==> src/rtl/core/adpcm_nd_pkg.sv <==
// Shared types, constants and tables for the ADPCM nibble decoder.
// No dependencies; used by every module of the block.
`default_nettype none

package adpcm_nd_pkg;

  // Field and state widths
  localparam int unsigned ByteW    = 8;
  localparam int unsigned CodeW    = 4;
  localparam int unsigned PredW    = 12;
  localparam int unsigned StepW    = 11;
  localparam int unsigned IdxW     = 6;
  localparam int unsigned CntW     = 8;
  localparam int unsigned Pcm16W   = 16;
  localparam int unsigned Pcm8W    = 8;
  localparam int unsigned CfgIdxW  = 1;
  localparam int unsigned CfgDataW = 8;

  // Default depth of the nibble queue between front and back
  localparam int unsigned QueueDepthDefault = 2;

  // Reset and stream-start values
  localparam logic [StepW-1:0] StepInit      = 11'd16;
  localparam logic [IdxW-1:0]  IdxInit       = 6'd1;
  localparam logic [CntW-1:0]  SilenceCntDef = 8'd48;

  // Clamp limits
  localparam logic signed [6:0]  IdxMin  = 7'sd1;
  localparam logic signed [6:0]  IdxMax  = 7'sd49;
  localparam logic signed [13:0] PredMax = 14'sd2047;
  localparam logic signed [13:0] PredMin = -14'sd2048;

  // Configuration register indexes
  typedef enum logic [CfgIdxW-1:0] {
    CfgOutput8bit     = 1'b0,
    CfgSilenceResetCnt = 1'b1
  } cfg_reg_e;

  // One nibble on its way from the front to the back
  typedef struct packed {
    logic [CodeW-1:0] code;
    logic             start;  // re-initialise state before this nibble
    logic             last;   // low nibble of the byte
  } nibble_item_t;

  // Step index adjustment, indexed by the magnitude bits of the code
  function automatic logic signed [4:0] step_adj(input logic [2:0] mag);
    logic signed [4:0] adj;
    begin
      case (mag)
        3'd4:    adj = 5'sd2;
        3'd5:    adj = 5'sd4;
        3'd6:    adj = 5'sd6;
        3'd7:    adj = 5'sd8;
        default: adj = -5'sd1;
      endcase
      return adj;
    end
  endfunction

  // Step size for a step index; indexes past the table read as zero
  function automatic logic [StepW-1:0] step_lookup(input logic [IdxW-1:0] idx);
    logic [StepW-1:0] s;
    begin
      case (idx)
        6'd0:  s = 11'd0;    6'd1:  s = 11'd16;   6'd2:  s = 11'd17;
        6'd3:  s = 11'd19;   6'd4:  s = 11'd21;   6'd5:  s = 11'd23;
        6'd6:  s = 11'd25;   6'd7:  s = 11'd28;   6'd8:  s = 11'd31;
        6'd9:  s = 11'd34;   6'd10: s = 11'd37;   6'd11: s = 11'd41;
        6'd12: s = 11'd45;   6'd13: s = 11'd50;   6'd14: s = 11'd55;
        6'd15: s = 11'd60;   6'd16: s = 11'd66;   6'd17: s = 11'd73;
        6'd18: s = 11'd80;   6'd19: s = 11'd88;   6'd20: s = 11'd97;
        6'd21: s = 11'd107;  6'd22: s = 11'd118;  6'd23: s = 11'd130;
        6'd24: s = 11'd143;  6'd25: s = 11'd157;  6'd26: s = 11'd173;
        6'd27: s = 11'd190;  6'd28: s = 11'd209;  6'd29: s = 11'd230;
        6'd30: s = 11'd253;  6'd31: s = 11'd279;  6'd32: s = 11'd307;
        6'd33: s = 11'd337;  6'd34: s = 11'd371;  6'd35: s = 11'd408;
        6'd36: s = 11'd449;  6'd37: s = 11'd494;  6'd38: s = 11'd544;
        6'd39: s = 11'd598;  6'd40: s = 11'd658;  6'd41: s = 11'd724;
        6'd42: s = 11'd796;  6'd43: s = 11'd876;  6'd44: s = 11'd963;
        6'd45: s = 11'd1060; 6'd46: s = 11'd1166; 6'd47: s = 11'd1282;
        6'd48: s = 11'd1411; 6'd49: s = 11'd1552;
        default: s = 11'd0;
      endcase
      return s;
    end
  endfunction

endpackage

`default_nettype wire

==> src/rtl/core/adpcm_nibble_decoder.sv <==
// 4-bit OKI/Dialogic ADPCM decoder, top level.
// Channels: input (in_valid_i/in_ready_o) carries one byte plus a start flag;
// output (out_valid_o/out_ready_i) carries one sample per transaction, two per
// byte, high nibble first, last_o marking the low-nibble sample.
// Config: cfg_we_i writes cfg_data_i to register cfg_idx_i
// (0: output_8bit, 1: silence_reset_count); write only while idle.
// Path: a taken byte passes the byte register, the nibble queue and the
// output register; the low-nibble sample follows the high-nibble one.
// Throughput: one sample per cycle while out_ready_i stays high; the front end
// takes the next byte in the cycle the low nibble of the last one leaves, and the
// back end updates the predictor and step state once per nibble.
// A nibble queue (QueueDepth entries) between front and back lets the front
// keep taking bytes while the output stalls; when out_ready_i stays low the
// output register, queue and byte register fill and in_ready_o drops.
// Reset: predictor 0, step 16, step index 1, silence counter 0,
// output_8bit 0, silence_reset_count 48; pipeline empty.
// Depends on adpcm_nd_pkg, adpcm_nd_front, adpcm_nd_queue, adpcm_nd_back.
`default_nettype none

module adpcm_nibble_decoder #(
  parameter int unsigned QueueDepth = adpcm_nd_pkg::QueueDepthDefault
) (
  input  wire logic                                clk_i,
  input  wire logic                                rst_ni,
  input  wire logic                                cfg_we_i,
  input  wire logic [adpcm_nd_pkg::CfgIdxW-1:0]    cfg_idx_i,
  input  wire logic [adpcm_nd_pkg::CfgDataW-1:0]   cfg_data_i,
  input  wire logic                                in_valid_i,
  output      logic                                in_ready_o,
  input  wire logic [adpcm_nd_pkg::ByteW-1:0]      adpcm_byte_i,
  input  wire logic                                start_of_stream_i,
  output      logic                                out_valid_o,
  input  wire logic                                out_ready_i,
  output      logic signed [adpcm_nd_pkg::Pcm16W-1:0] pcm16_o,
  output      logic [adpcm_nd_pkg::Pcm8W-1:0]      pcm8_o,
  output      logic                                last_o
);
  import adpcm_nd_pkg::*;

  logic            out8_q, out8_d;
  logic [CntW-1:0] silence_cnt_q, silence_cnt_d;

  logic         push_valid, push_ready;
  nibble_item_t push_item;
  logic         pop_valid, pop_ready;
  nibble_item_t pop_item;
  logic [$clog2(QueueDepth+1)-1:0] q_level;

  // Configuration registers
  always_comb begin
    out8_d        = out8_q;
    silence_cnt_d = silence_cnt_q;
    if (cfg_we_i) begin
      case (cfg_reg_e'(cfg_idx_i))
        CfgOutput8bit:      out8_d        = cfg_data_i[0];
        CfgSilenceResetCnt: silence_cnt_d = cfg_data_i[CntW-1:0];
        default: ;
      endcase
    end
  end

  always_ff @(posedge clk_i or negedge rst_ni) begin
    if (!rst_ni) begin
      out8_q        <= 1'b0;
      silence_cnt_q <= SilenceCntDef;
    end else begin
      out8_q        <= out8_d;
      silence_cnt_q <= silence_cnt_d;
    end
  end

  // Front end: byte to nibbles
  adpcm_nd_front u_front (
    .clk_i             (clk_i),
    .rst_ni            (rst_ni),
    .in_valid_i        (in_valid_i),
    .in_ready_o        (in_ready_o),
    .adpcm_byte_i      (adpcm_byte_i),
    .start_of_stream_i (start_of_stream_i),
    .push_valid_o      (push_valid),
    .push_ready_i      (push_ready),
    .push_item_o       (push_item)
  );

  // Nibble queue
  adpcm_nd_queue #(
    .Depth (QueueDepth)
  ) u_queue (
    .clk_i        (clk_i),
    .rst_ni       (rst_ni),
    .push_valid_i (push_valid),
    .push_ready_o (push_ready),
    .push_item_i  (push_item),
    .pop_valid_o  (pop_valid),
    .pop_ready_i  (pop_ready),
    .pop_item_o   (pop_item),
    .level_o      (q_level)
  );

  // Back end: decode and output
  adpcm_nd_back u_back (
    .clk_i             (clk_i),
    .rst_ni            (rst_ni),
    .cfg_output_8bit_i (out8_q),
    .cfg_silence_cnt_i (silence_cnt_q),
    .pop_valid_i       (pop_valid),
    .pop_ready_o       (pop_ready),
    .pop_item_i        (pop_item),
    .out_valid_o       (out_valid_o),
    .out_ready_i       (out_ready_i),
    .pcm16_o           (pcm16_o),
    .pcm8_o            (pcm8_o),
    .last_o            (last_o)
  );

  // A freshly taken byte keeps the input blocked while its high nibble is held
  a_byte_blocks_input: assert property (@(posedge clk_i) disable iff (!rst_ni)
    in_valid_i && in_ready_o |=> !in_ready_o)
    else $error("input ready while the high nibble is still held");

  // Queue never overfills
  a_queue_level: assert property (@(posedge clk_i) disable iff (!rst_ni)
    q_level <= ($clog2(QueueDepth+1))'(QueueDepth))
    else $error("nibble queue level above depth");

  // In 8-bit mode the 16-bit field reads zero
  a_pcm16_zero_in_8bit: assert property (@(posedge clk_i) disable iff (!rst_ni)
    out_valid_o && out8_q |-> pcm16_o == '0)
    else $error("pcm16 not zero in 8-bit mode");

endmodule

`default_nettype wire

==> src/rtl/core/adpcm_nd_front.sv <==
// Front end: accepts ADPCM bytes and splits each into two nibble transactions.
// Depends on adpcm_nd_pkg.
`default_nettype none

module adpcm_nd_front (
  input  wire logic                          clk_i,
  input  wire logic                          rst_ni,
  input  wire logic                          in_valid_i,
  output      logic                          in_ready_o,
  input  wire logic [adpcm_nd_pkg::ByteW-1:0] adpcm_byte_i,
  input  wire logic                          start_of_stream_i,
  output      logic                          push_valid_o,
  input  wire logic                          push_ready_i,
  output      adpcm_nd_pkg::nibble_item_t    push_item_o
);
  import adpcm_nd_pkg::*;

  logic             hold_q, hold_d;
  logic             phase_q, phase_d;   // 0: high nibble next, 1: low nibble next
  logic [ByteW-1:0] byte_q, byte_d;
  logic             start_q, start_d;
  logic             in_fire, push_fire;

  // Ready when empty, or when the low nibble leaves this cycle
  assign in_ready_o = !hold_q || (phase_q && push_ready_i);
  assign in_fire    = in_valid_i && in_ready_o;
  assign push_fire  = push_valid_o && push_ready_i;

  // Nibble presented to the queue
  assign push_valid_o      = hold_q;
  assign push_item_o.code  = phase_q ? byte_q[CodeW-1:0] : byte_q[ByteW-1:CodeW];
  assign push_item_o.start = start_q && !phase_q;
  assign push_item_o.last  = phase_q;

  // Byte holding register and nibble phase
  always_comb begin
    hold_d  = hold_q;
    phase_d = phase_q;
    byte_d  = byte_q;
    start_d = start_q;
    if (in_fire) begin
      hold_d  = 1'b1;
      phase_d = 1'b0;
      byte_d  = adpcm_byte_i;
      start_d = start_of_stream_i;
    end else if (push_fire && phase_q) begin
      hold_d  = 1'b0;
      phase_d = 1'b0;
    end else if (push_fire) begin
      phase_d = 1'b1;
    end
  end

  always_ff @(posedge clk_i or negedge rst_ni) begin
    if (!rst_ni) begin
      hold_q  <= 1'b0;
      phase_q <= 1'b0;
    end else begin
      hold_q  <= hold_d;
      phase_q <= phase_d;
    end
  end

  always_ff @(posedge clk_i) begin
    byte_q  <= byte_d;
    start_q <= start_d;
  end

endmodule

`default_nettype wire

==> src/rtl/core/adpcm_nd_queue.sv <==
// Short FIFO of nibble transactions between the front and the back end.
// Depends on adpcm_nd_pkg.
`default_nettype none

module adpcm_nd_queue #(
  parameter int unsigned Depth = adpcm_nd_pkg::QueueDepthDefault
) (
  input  wire logic                       clk_i,
  input  wire logic                       rst_ni,
  input  wire logic                       push_valid_i,
  output      logic                       push_ready_o,
  input  wire adpcm_nd_pkg::nibble_item_t push_item_i,
  output      logic                       pop_valid_o,
  input  wire logic                       pop_ready_i,
  output      adpcm_nd_pkg::nibble_item_t pop_item_o,
  output      logic [$clog2(Depth+1)-1:0] level_o
);
  import adpcm_nd_pkg::*;

  localparam int unsigned PtrW = $clog2(Depth);
  localparam int unsigned CntW_ = $clog2(Depth + 1);
  localparam logic [PtrW-1:0]  PtrLast  = PtrW'(Depth - 1);
  localparam logic [CntW_-1:0] CntFull  = CntW_'(Depth);

  nibble_item_t    mem_q [Depth];
  logic [PtrW-1:0] wr_ptr_q, wr_ptr_d;
  logic [PtrW-1:0] rd_ptr_q, rd_ptr_d;
  logic [CntW_-1:0] cnt_q, cnt_d;
  logic            push_fire, pop_fire;

  assign push_ready_o = (cnt_q != CntFull);
  assign pop_valid_o  = (cnt_q != '0);
  assign pop_item_o   = mem_q[rd_ptr_q];
  assign level_o      = cnt_q;
  assign push_fire    = push_valid_i && push_ready_o;
  assign pop_fire     = pop_valid_o && pop_ready_i;

  // Pointer and fill count update
  always_comb begin
    wr_ptr_d = wr_ptr_q;
    rd_ptr_d = rd_ptr_q;
    cnt_d    = cnt_q;
    if (push_fire) begin
      wr_ptr_d = (wr_ptr_q == PtrLast) ? '0 : wr_ptr_q + 1'b1;
    end
    if (pop_fire) begin
      rd_ptr_d = (rd_ptr_q == PtrLast) ? '0 : rd_ptr_q + 1'b1;
    end
    if (push_fire && !pop_fire) begin
      cnt_d = cnt_q + 1'b1;
    end else if (pop_fire && !push_fire) begin
      cnt_d = cnt_q - 1'b1;
    end
  end

  always_ff @(posedge clk_i or negedge rst_ni) begin
    if (!rst_ni) begin
      wr_ptr_q <= '0;
      rd_ptr_q <= '0;
      cnt_q    <= '0;
    end else begin
      wr_ptr_q <= wr_ptr_d;
      rd_ptr_q <= rd_ptr_d;
      cnt_q    <= cnt_d;
    end
  end

  // Storage write
  always_ff @(posedge clk_i) begin
    if (push_fire) begin
      mem_q[wr_ptr_q] <= push_item_i;
    end
  end

endmodule

`default_nettype wire

==> src/rtl/core/adpcm_nd_back.sv <==
// Back end: decodes one nibble per cycle while the output is not stalled, holds the
// decoder state and the output register. Depends on adpcm_nd_pkg.
`default_nettype none

module adpcm_nd_back (
  input  wire logic                            clk_i,
  input  wire logic                            rst_ni,
  input  wire logic                            cfg_output_8bit_i,
  input  wire logic [adpcm_nd_pkg::CntW-1:0]   cfg_silence_cnt_i,
  input  wire logic                            pop_valid_i,
  output      logic                            pop_ready_o,
  input  wire adpcm_nd_pkg::nibble_item_t      pop_item_i,
  output      logic                            out_valid_o,
  input  wire logic                            out_ready_i,
  output      logic signed [adpcm_nd_pkg::Pcm16W-1:0] pcm16_o,
  output      logic [adpcm_nd_pkg::Pcm8W-1:0]  pcm8_o,
  output      logic                            last_o
);
  import adpcm_nd_pkg::*;

  // Decoder state
  logic signed [PredW-1:0] pred_q, pred_d;
  logic [StepW-1:0]        step_q, step_d;
  logic [IdxW-1:0]         idx_q, idx_d;
  logic [CntW-1:0]         cnt_q, cnt_d;

  // Output register
  logic                     out_valid_q, out_valid_d;
  logic signed [Pcm16W-1:0] pcm16_q, pcm16_d;
  logic [Pcm8W-1:0]         pcm8_q, pcm8_d;
  logic                     last_q, last_d;

  // Working values
  logic signed [PredW-1:0] pred0;
  logic [StepW-1:0]        step0;
  logic [IdxW-1:0]         idx0;
  logic [CntW-1:0]         cnt0, cnt1;
  logic [12:0]             delta;
  logic signed [13:0]      pred_sum;
  logic signed [PredW-1:0] pred_new;
  logic signed [6:0]       idx_sum;
  logic [IdxW-1:0]         idx_new;
  logic [CodeW-1:0]        code;
  logic                    fire;
  logic                    silence_hit;

  assign pop_ready_o = !out_valid_q || out_ready_i;
  assign fire        = pop_valid_i && pop_ready_o;
  assign code        = pop_item_i.code;

  // Nibble decode
  always_comb begin
    // stream start re-initialises before the nibble
    if (pop_item_i.start) begin
      pred0 = '0;
      step0 = StepInit;
      idx0  = IdxInit;
      cnt0  = '0;
    end else begin
      pred0 = pred_q;
      step0 = step_q;
      idx0  = idx_q;
      cnt0  = cnt_q;
    end

    cnt1 = (code[2:0] == 3'd0) ? cnt0 + 1'b1 : cnt0;

    delta = 13'(step0 >> 3);
    if (code[2]) delta = delta + 13'(step0);
    if (code[1]) delta = delta + 13'(step0 >> 1);
    if (code[0]) delta = delta + 13'(step0 >> 2);

    if (code[3]) pred_sum = 14'(pred0) - $signed({1'b0, delta});
    else         pred_sum = 14'(pred0) + $signed({1'b0, delta});

    if (pred_sum > PredMax)      pred_new = PredW'(PredMax);
    else if (pred_sum < PredMin) pred_new = PredW'(PredMin);
    else                         pred_new = pred_sum[PredW-1:0];

    idx_sum = $signed({1'b0, idx0}) + 7'(step_adj(code[2:0]));
    if (idx_sum < IdxMin)      idx_new = IdxW'(IdxMin);
    else if (idx_sum > IdxMax) idx_new = IdxW'(IdxMax);
    else                       idx_new = idx_sum[IdxW-1:0];

    silence_hit = (cnt1 == cfg_silence_cnt_i);
  end

  // State update
  always_comb begin
    pred_d = pred_q;
    step_d = step_q;
    idx_d  = idx_q;
    cnt_d  = cnt_q;
    if (fire) begin
      idx_d = idx_new;
      if (silence_hit) begin
        pred_d = '0;
        step_d = StepInit;
        cnt_d  = '0;
      end else begin
        pred_d = pred_new;
        step_d = step_lookup(idx_new);
        cnt_d  = cnt1;
      end
    end
  end

  // Output formatting and register
  always_comb begin
    out_valid_d = out_valid_q;
    pcm16_d     = pcm16_q;
    pcm8_d      = pcm8_q;
    last_d      = last_q;
    if (fire) begin
      out_valid_d = 1'b1;
      last_d      = pop_item_i.last;
      if (cfg_output_8bit_i) begin
        pcm16_d = '0;
        // predictor >> 4 already fits -128..127; offset by flipping the sign bit
        pcm8_d  = {~pred_new[PredW-1], pred_new[PredW-2:4]};
      end else begin
        pcm16_d = {pred_new, 4'b0000};
        pcm8_d  = '0;
      end
    end else if (out_ready_i) begin
      out_valid_d = 1'b0;
    end
  end

  always_ff @(posedge clk_i or negedge rst_ni) begin
    if (!rst_ni) begin
      pred_q      <= '0;
      step_q      <= StepInit;
      idx_q       <= IdxInit;
      cnt_q       <= '0;
      out_valid_q <= 1'b0;
    end else begin
      pred_q      <= pred_d;
      step_q      <= step_d;
      idx_q       <= idx_d;
      cnt_q       <= cnt_d;
      out_valid_q <= out_valid_d;
    end
  end

  always_ff @(posedge clk_i) begin
    pcm16_q <= pcm16_d;
    pcm8_q  <= pcm8_d;
    last_q  <= last_d;
  end

  assign out_valid_o = out_valid_q;
  assign pcm16_o     = pcm16_q;
  assign pcm8_o      = pcm8_q;
  assign last_o      = last_q;

endmodule

`default_nettype wire
==> config.mk <==
export PLATFORM = sky130hd
export DESIGN_NAME = adpcm_nibble_decoder
export DESIGN_NICKNAME = d
export VERILOG_FILES = /design/src/rtl/core/adpcm_nd_pkg.sv /design/src/rtl/core/adpcm_nibble_decoder.sv /design/src/rtl/core/adpcm_nd_front.sv /design/src/rtl/core/adpcm_nd_queue.sv /design/src/rtl/core/adpcm_nd_back.sv
export SDC_FILE = /design/constraint.sdc
export NUM_CORES = 1
export LEC_CHECK = 0
export BUFFER_PORTS_ARGS = -buffer_cell sky130_fd_sc_hd__buf_2
export CORE_AREA = 2 2 115 144
export DETAILED_ROUTE_END_ITERATION = 10
export DIE_AREA = 0 0 117 146
export HOLD_SLACK_MARGIN = 0.08
export PLACE_DENSITY = 0.83
export SLEW_MARGIN = 0
export SYNTH_ARGS = -nofsm -noshare
export SYNTH_HDL_FRONTEND = slang
export SYNTH_SLANG_ARGS = --single-unit
==> constraint.sdc <==
create_clock -name clk_i -period 10.2 [get_ports clk_i]
set_clock_uncertainty 0.1 [all_clocks]
set_input_delay 2.04 -clock clk_i [delete_from_list [all_inputs] [get_ports clk_i]]
set_output_delay 2.04 -clock clk_i [all_outputs]
set_load 0.005 [all_outputs]
After elaboration in Yosys (flattened, before gate mapping)

Memory sizes are Yosys's and may differ from the RTL's.
Index checks and enable logic that the tools add are counted.

Bitwise operators: 2
Reduce and logical (&&, ||, !) cells: 23
Equality and inequality tests: 6
Muxes and demuxes: 31
$add $sub $neg: 11
Order comparisons: 4

Operators by type and width:

| operator             | count |
|---|---|
| $mux 12              | 4 |
| $mux 13              | 3 |
| $mux 8               | 3 |
| $mux 11              | 2 |
| $pmux 5 s4           | 1 |
| $mux 6               | 3 |
| $add 12x14->14       | 1 |
| $gt 14x12->1 const B | 1 |
| $lt 14x12->1 const B | 1 |
| $mux 14              | 1 |
| $sub 12x14->14       | 1 |
| $add 13x10->13       | 1 |
| $add 13x9->13        | 1 |
| $add 8x11->12        | 1 |
| $eq 3x3->1 const B   | 4 |
| $mux 1               | 11 |
| $add 8x1->8 const B  | 1 |
| $eq 8x8->1           | 1 |
| $logic_and 1x1->1    | 8 |
| $reduce_bool 2->1    | 4 |
| $add 7x5->7          | 1 |
| $gt 7x7->1 const B   | 1 |
| $lt 7x2->1 const B   | 1 |
| $logic_not 1->1      | 5 |
| 11 further kinds     | 16 |

Input port bits: 23
Register bits: 87
Memory bits (writable): 12
Memory bits (read-only): 704
Memories kept: 2

Memories:

| name             | depth | bits a word | read ports | clocked after memory_dff | write ports | RTL line             | RTL |
|---|---|---|---|---|---|---|---|
| (name not given) | 64    | 11          | 1          | 0                        | 0           | adpcm_nd_pkg.sv:65   | `case (idx)` |
| u_queue.mem_q    | 2     | 6           | 1          | 0                        | 1           | adpcm_nd_queue.sv:25 | `nibble_item_t mem_q [Depth];` |

Longest topological paths before layout

An unclocked memory read counts as a cell.

Depth in word-level cells: 14
Mapped depth: 44
Gate-level depth less buffers: 38

Cells and area by module

A second synthesis with hierarchy kept.

Cells, all modules: 1049
Area, all modules: 9088.7 sq um

By module, submodules not included:

| module               | area an instance (sq um) | times used | cells an instance |
|---|---|---|---|
| adpcm_nd_back        | 7628.6                   | 1          | 967 |
| adpcm_nd_queue       | 644.4                    | 1          | 37 |
| adpcm_nd_front       | 474.2                    | 1          | 25 |
| adpcm_nibble_decoder | 341.6                    | 1          | 20 |

Least setup slack after synthesis

Ideal clock, no wire load.

Kind: flip-flop to flip-flop
Start point: register u_queue.rd_ptr_q
End point: register u_back.pcm8_q[1] (netlist: u_back.pcm8_o[1]), data pin
Slack: 0.684 ns
Arrival: 9.286 ns
Library setup time: 0.130 ns
Cell stages (with the launch flop): 45
Path buffers: 7
Clock period less this slack: 9.516 ns
Data required time: 9.970 ns
Path through: dfrtp_1 > buf_6 > mux2i_1 > buf_2 > buf_1 > clkbuf_1 > clkbuf_1 > and2_1 > ha_1 > a21o_1 > maj3_1 > o21ai_0 > a21oi_1 > o22ai_1 > ha_1 > and2_1 > a31oi_1 > a21bo_1 > [... 9 more ...] > o22ai_1 > a211o_1 > nor2b_1 > xor2_1 > or4b_2 > nand2_1 > xor2_1 > ha_1 > or3_1 > nor3_1 > o31ai_1 > a21oi_1 > xor2_1 > or4_1 > buf_2 > a21bo_1 > buf_2 > a2bb2o_2

Longest elaborated chain between the ends: 13
Elaborated cells on any way between the ends: 16
Classes of those cells: add/sub (5); order compare (2); mux (8); memory (1)

RTL lines:

| element                                          | RTL line                                 | RTL |
|---|---|---|
| start, declared                                  | adpcm_nd_queue.sv:27                     | `logic [PtrW-1:0] rd_ptr_q, rd_ptr_d;` |
| start signal, assigned                           | adpcm_nd_queue.sv:63                     | `rd_ptr_q <= rd_ptr_d;` |
| $mem_v2 2x6 *                                    | --                                       |  |
| $mux 11                                          | adpcm_nd_back.sv:54                      | `if (pop_item_i.start) begin` |
| $add 8x11->12                                    | adpcm_nd_back.sv:69                      | `if (code[2]) delta = delta + 13'(step0);` |
| $mux 13                                          | adpcm_nd_back.sv:69                      |  |
| $add 13x10->13                                   | adpcm_nd_back.sv:70                      | `if (code[1]) delta = delta + 13'(step0 >> 1);` |
| $mux 13                                          | adpcm_nd_back.sv:70                      |  |
| $add 13x9->13                                    | adpcm_nd_back.sv:71                      | `if (code[0]) delta = delta + 13'(step0 >> 2);` |
| $mux 13                                          | adpcm_nd_back.sv:71                      |  |
| $add 12x14->14 or $sub 12x14->14 (tied branches) | adpcm_nd_back.sv:74, adpcm_nd_back.sv:73 |  |
| $mux 14 *                                        | adpcm_nd_back.sv:73                      | `if (code[3]) pred_sum = 14'(pred0) - $signed({1'b0, delta});` |
| $lt 14x12->1                                     | adpcm_nd_back.sv:77                      | `else if (pred_sum < PredMin) pred_new = PredW'(PredMin);` |
| $mux 12                                          | adpcm_nd_back.sv:77                      |  |
| $mux 12 *                                        | adpcm_nd_back.sv:76                      | `if (pred_sum > PredMax) pred_new = PredW'(PredMax);` |
| end signal, assigned                             | adpcm_nd_back.sv:148                     | `pcm8_q <= pcm8_d;` |
| end, declared                                    | adpcm_nd_back.sv:30                      | `logic [Pcm8W-1:0] pcm8_q, pcm8_d;` |

Mark *: on every way between the ends. The rest lies on a longest branch, timed or not.
A chain may end at the register's enable or synchronous reset.

Worst setup path after layout

Start point: memory u_queue.mem_q[0][1] (netlist name)
End point: register u_back.pcm16_q[7] (netlist: u_back.pcm16_o[7]), data pin

Longest elaborated chain between the ends: 13
Elaborated cells on any way between the ends: 16
Classes of those cells: add/sub (5); order compare (2); mux (8); memory (1)

RTL lines:

| element                                          | RTL line                                 | RTL |
|---|---|---|
| start, declared                                  | adpcm_nd_queue.sv:25                     |  |
| $mem_v2 2x6 *                                    | --                                       |  |
| $mux 11                                          | adpcm_nd_back.sv:54                      |  |
| $add 8x11->12                                    | adpcm_nd_back.sv:69                      |  |
| $mux 13                                          | adpcm_nd_back.sv:69                      |  |
| $add 13x10->13                                   | adpcm_nd_back.sv:70                      |  |
| $mux 13                                          | adpcm_nd_back.sv:70                      |  |
| $add 13x9->13                                    | adpcm_nd_back.sv:71                      |  |
| $mux 13                                          | adpcm_nd_back.sv:71                      |  |
| $add 12x14->14 or $sub 12x14->14 (tied branches) | adpcm_nd_back.sv:74, adpcm_nd_back.sv:73 |  |
| $mux 14 *                                        | adpcm_nd_back.sv:73                      |  |
| $lt 14x12->1                                     | adpcm_nd_back.sv:77                      |  |
| $mux 12                                          | adpcm_nd_back.sv:77                      |  |
| $mux 12 *                                        | adpcm_nd_back.sv:76                      |  |
| end signal, assigned                             | adpcm_nd_back.sv:147                     | `pcm16_q <= pcm16_d;` |
| end, declared                                    | adpcm_nd_back.sv:29                      | `logic signed [Pcm16W-1:0] pcm16_q, pcm16_d;` |

Marks and branches as above.

==> results by group <==
Outcome
  – Status: completed

Synthesis
  – Most common cell in the netlist: nand2_1
  – FF+latch count, synth: 95
  – Cell taking the most area after synthesis: edfxtp_1
  – Synth warn: 0
  – Post-synthesis sequential area ratio: 30.5%
  – Cell area after synthesis: 0.00849 mm²
  – Post-synth top area share: 14.8%
  – Avg Cell Area, Syn: 8.74 µm²
  – Top cells by area, synth: edfxtp_1 (15%), dfrtp_1 (14%), ha_1 (8.1%)
  – Post-synth top cells: nand2_1 (97), nor2_1 (69), o21ai_0 (57)
  – Cells after Synth: 972
  – Number of synthesized flops with an enable pin: 42
  – Synth cell types: 93
  – Synth Flop Type: dfrtp_1
  – FFs w/ async S/R, synth: 55.8%

Critical path
  – Setup CP Type: reg2reg
  – Crit end category: flop
  – Worst Setup Start Kind: flop
  – Slowest stage delay, CP: 0.63 ns
  – Critical Path Slowest Stage Cell: or4b_2
  – Arr. time, crit path: 9.63 ns
  – WP data required: 10.28 ns
  – CP Max Fanout: 11
  – Worst path most repeated cell: ha_1
  – R2r setup slk: 0.64 ns

Clocking
  – Clock Path Buffers: 2
  – Clock Latency Late Sink: 0.35 ns
  – TritonCTS clock tree: built
  – Hold_buf cts: 0
  – Clock slew at reported path FFs: 0.07 ns
  – CTS root buf: clkbuf_16
  – Clock sink total: 95
  – H-Tree Depth: 3
  – Num CTS Buffers: 9

Flow run
  – Number of max-cap violations: 0

Die
  – Core box area: 0.0156 mm²
  – I/O pins: 50
  – Initial Util: 54.3%
  – Die Y: 146 µm
  – Rows: 51
  – Die area: 0.0171 mm²
  – Die Span X: 117 µm

Placement
  – Setup slack at placement: 0.425 ns
  – Port Buffers: 45
  – Cell Area, Placed: 0.00886 mm²
  – Global placement routability congestion: 0.962
  – DP HPWL: 15400 µm

Layout
  – Layout area overhead: 8.19%
  – Fillers: 1336
  – Finished Cell Area: 0.00919 mm²
  – N_diodes: 0
  – Fraction of layout cells with a size suffix above 1: 14.1%
  – Final nets: 1071

Timing
  – Fin crit share: 93.7%
  – Slew headroom: 29.4%
  – Final hold vios: 0
  – Min cycle time layout: 9.56 ns
  – Tightest Pin Transition: 1.04 ns
  – Fin Setup TNS: 0 ns
  – Fmax: 0.105 GHz
  – Setup violations, final: 0
  – PnR worst setup slack: 0.643 ns
  – Final Max Tran Viols: 0

Route
  – Via density per instance: 6.35
  – Drt wl/cell: 17.6 µm
  – Routed WL: 21200 µm
  – Routed vias: 7655
  – DRT antenna net count: 0
  – First drt pass iteration count: 7
  – Initial DRC count: 581
  – Remaining DRCs: 0

Global route
  – Largest net degree at the start of global routing: 54
  – First-pass GRT wire length: 34800 µm
  – Vias in the first global route: 7203
  – Initial antenna violation count: 0
  – GRT Overall Usage: 24.9%
  – Total gr overflow: 0

Hold path
  – HP Class: reg2reg
## critical path: cells and delay by family (launching register included)
kind,cells,cell delay [ns]
mux,1,0.29
xor+xnor,4,0.62
compound gates,16,3.22
simple gates,10,2.90
buf+inv,1,0.06
flops,1,0.49
fa+ha+maj,5,1.70
## state kept, by name (all words and copies together) (netlist names)
name / cells
u_back.out_valid_o: 1
u_back.pcm16_o: 12
u_back.last_o: 1
u_queue.rd_ptr_q: 1
u_back.pred_q: 12
u_back.pcm8_o: 8
u_front.start_q: 1
u_queue.mem_q: 12
out8_q: 1
u_front.phase_q: 1
u_back.cnt_q: 8
u_back.idx_q: 6
u_queue.wr_ptr_q: 1
u_back.step_q: 11
silence_cnt_q: 8
u_queue.level_o: 2
u_front.byte_q: 8
u_front.push_valid_o: 1
## layout by cell type, fill, tap and decap left out, types with 27 or more instances in the layout
| cell | n |
|---|---|
| nand2_1 | 96 |
| nor2_1 | 69 |
| o21ai_0 | 56 |
| ha_1 | 55 |
| a21oi_1 | 52 |
| xnor2_1 | 49 |
| dfrtp_1 | 49 |
| buf_2 | 45 |
| inv_1 | 42 |
| edfxtp_1 | 42 |
| and2_1 | 31 |
| xor2_1 | 27 |
## timing repair
action,in CTS,in global routing
setup endpoints to repair,0,29
buffers inserted,0,1
resized for setup,0,9
## final timing paths
kind / cells after the start / from / endpoint
setup reg to reg: 37 / u_queue.mem_q[0][1]$_DFFE_PP_ / u_back.pcm16_o[7]$_SDFFCE_PP0P_
hold reg to reg: 2 / u_back.idx_q[3]$_DFFE_PN0P_ / u_back.idx_q[3]$_DFFE_PN0P_
hold / removal: 2 / u_back.idx_q[3]$_DFFE_PN0P_ / u_back.idx_q[3]$_DFFE_PN0P_
min in group asynchronous: 2 / rst_ni / u_back.pred_q[11]$_DFFE_PN0P_
setup / recovery: 37 / u_queue.mem_q[0][1]$_DFFE_PP_ / u_back.pcm16_o[7]$_SDFFCE_PP0P_
max in group asynchronous: 2 / rst_ni / u_back.step_q[1]$_DFFE_PN0P_
## metrics by stage
stage | hold WS (ns) | util, % | cells
floorplan | 0.340 | - | 975
global placement | 0.354 | 56.6 | 1189
detailed placement | 0.363 | 56.6 | 1189
CTS | 0.378 | 58.5 | 1205
global route | 0.408 | 58.8 | 1206
finish | 0.378 | 58.8 | 1206
## layout make-up
class	count	area, µm²	area share (%)
clock buffers	9	225	2.45
clock inverters	7	65.1	0.708
inverters	43	161	1.76
multi-input cells	786	5590	60.8
flip-flops and latches	95	2590	28.2
well taps	212	265	2.89
repair buffers	54	293	3.19
## cell families (layout without fill, tap and decap cells)
group,Yosys count,count (layout),synth area share (%)
and+or+nand+nor,323,323,19.0
AOI/OAI and AO/OA,281,281,23.3
DFF,95,95,30.5
buffers and inverters,94,113,4.60
xor gates and xnor gates,77,77,8.12
adders and majority gates,63,63,9.52
muxes,38,38,4.98
other,1,4,0.0441
## per-layer routing
metal | GRT usage, % | part of all wire [%]
met1 | 31.9 | 40
met2 | 42.7 | 52
met3 | 2.79 | 4.9
met4 | 9.24 | 2.9
met5 | 0 | 0
Power is left out: the tool's default activity adds up to more than one toggle a clock period on the data nets, which glitch-free logic cannot reach.
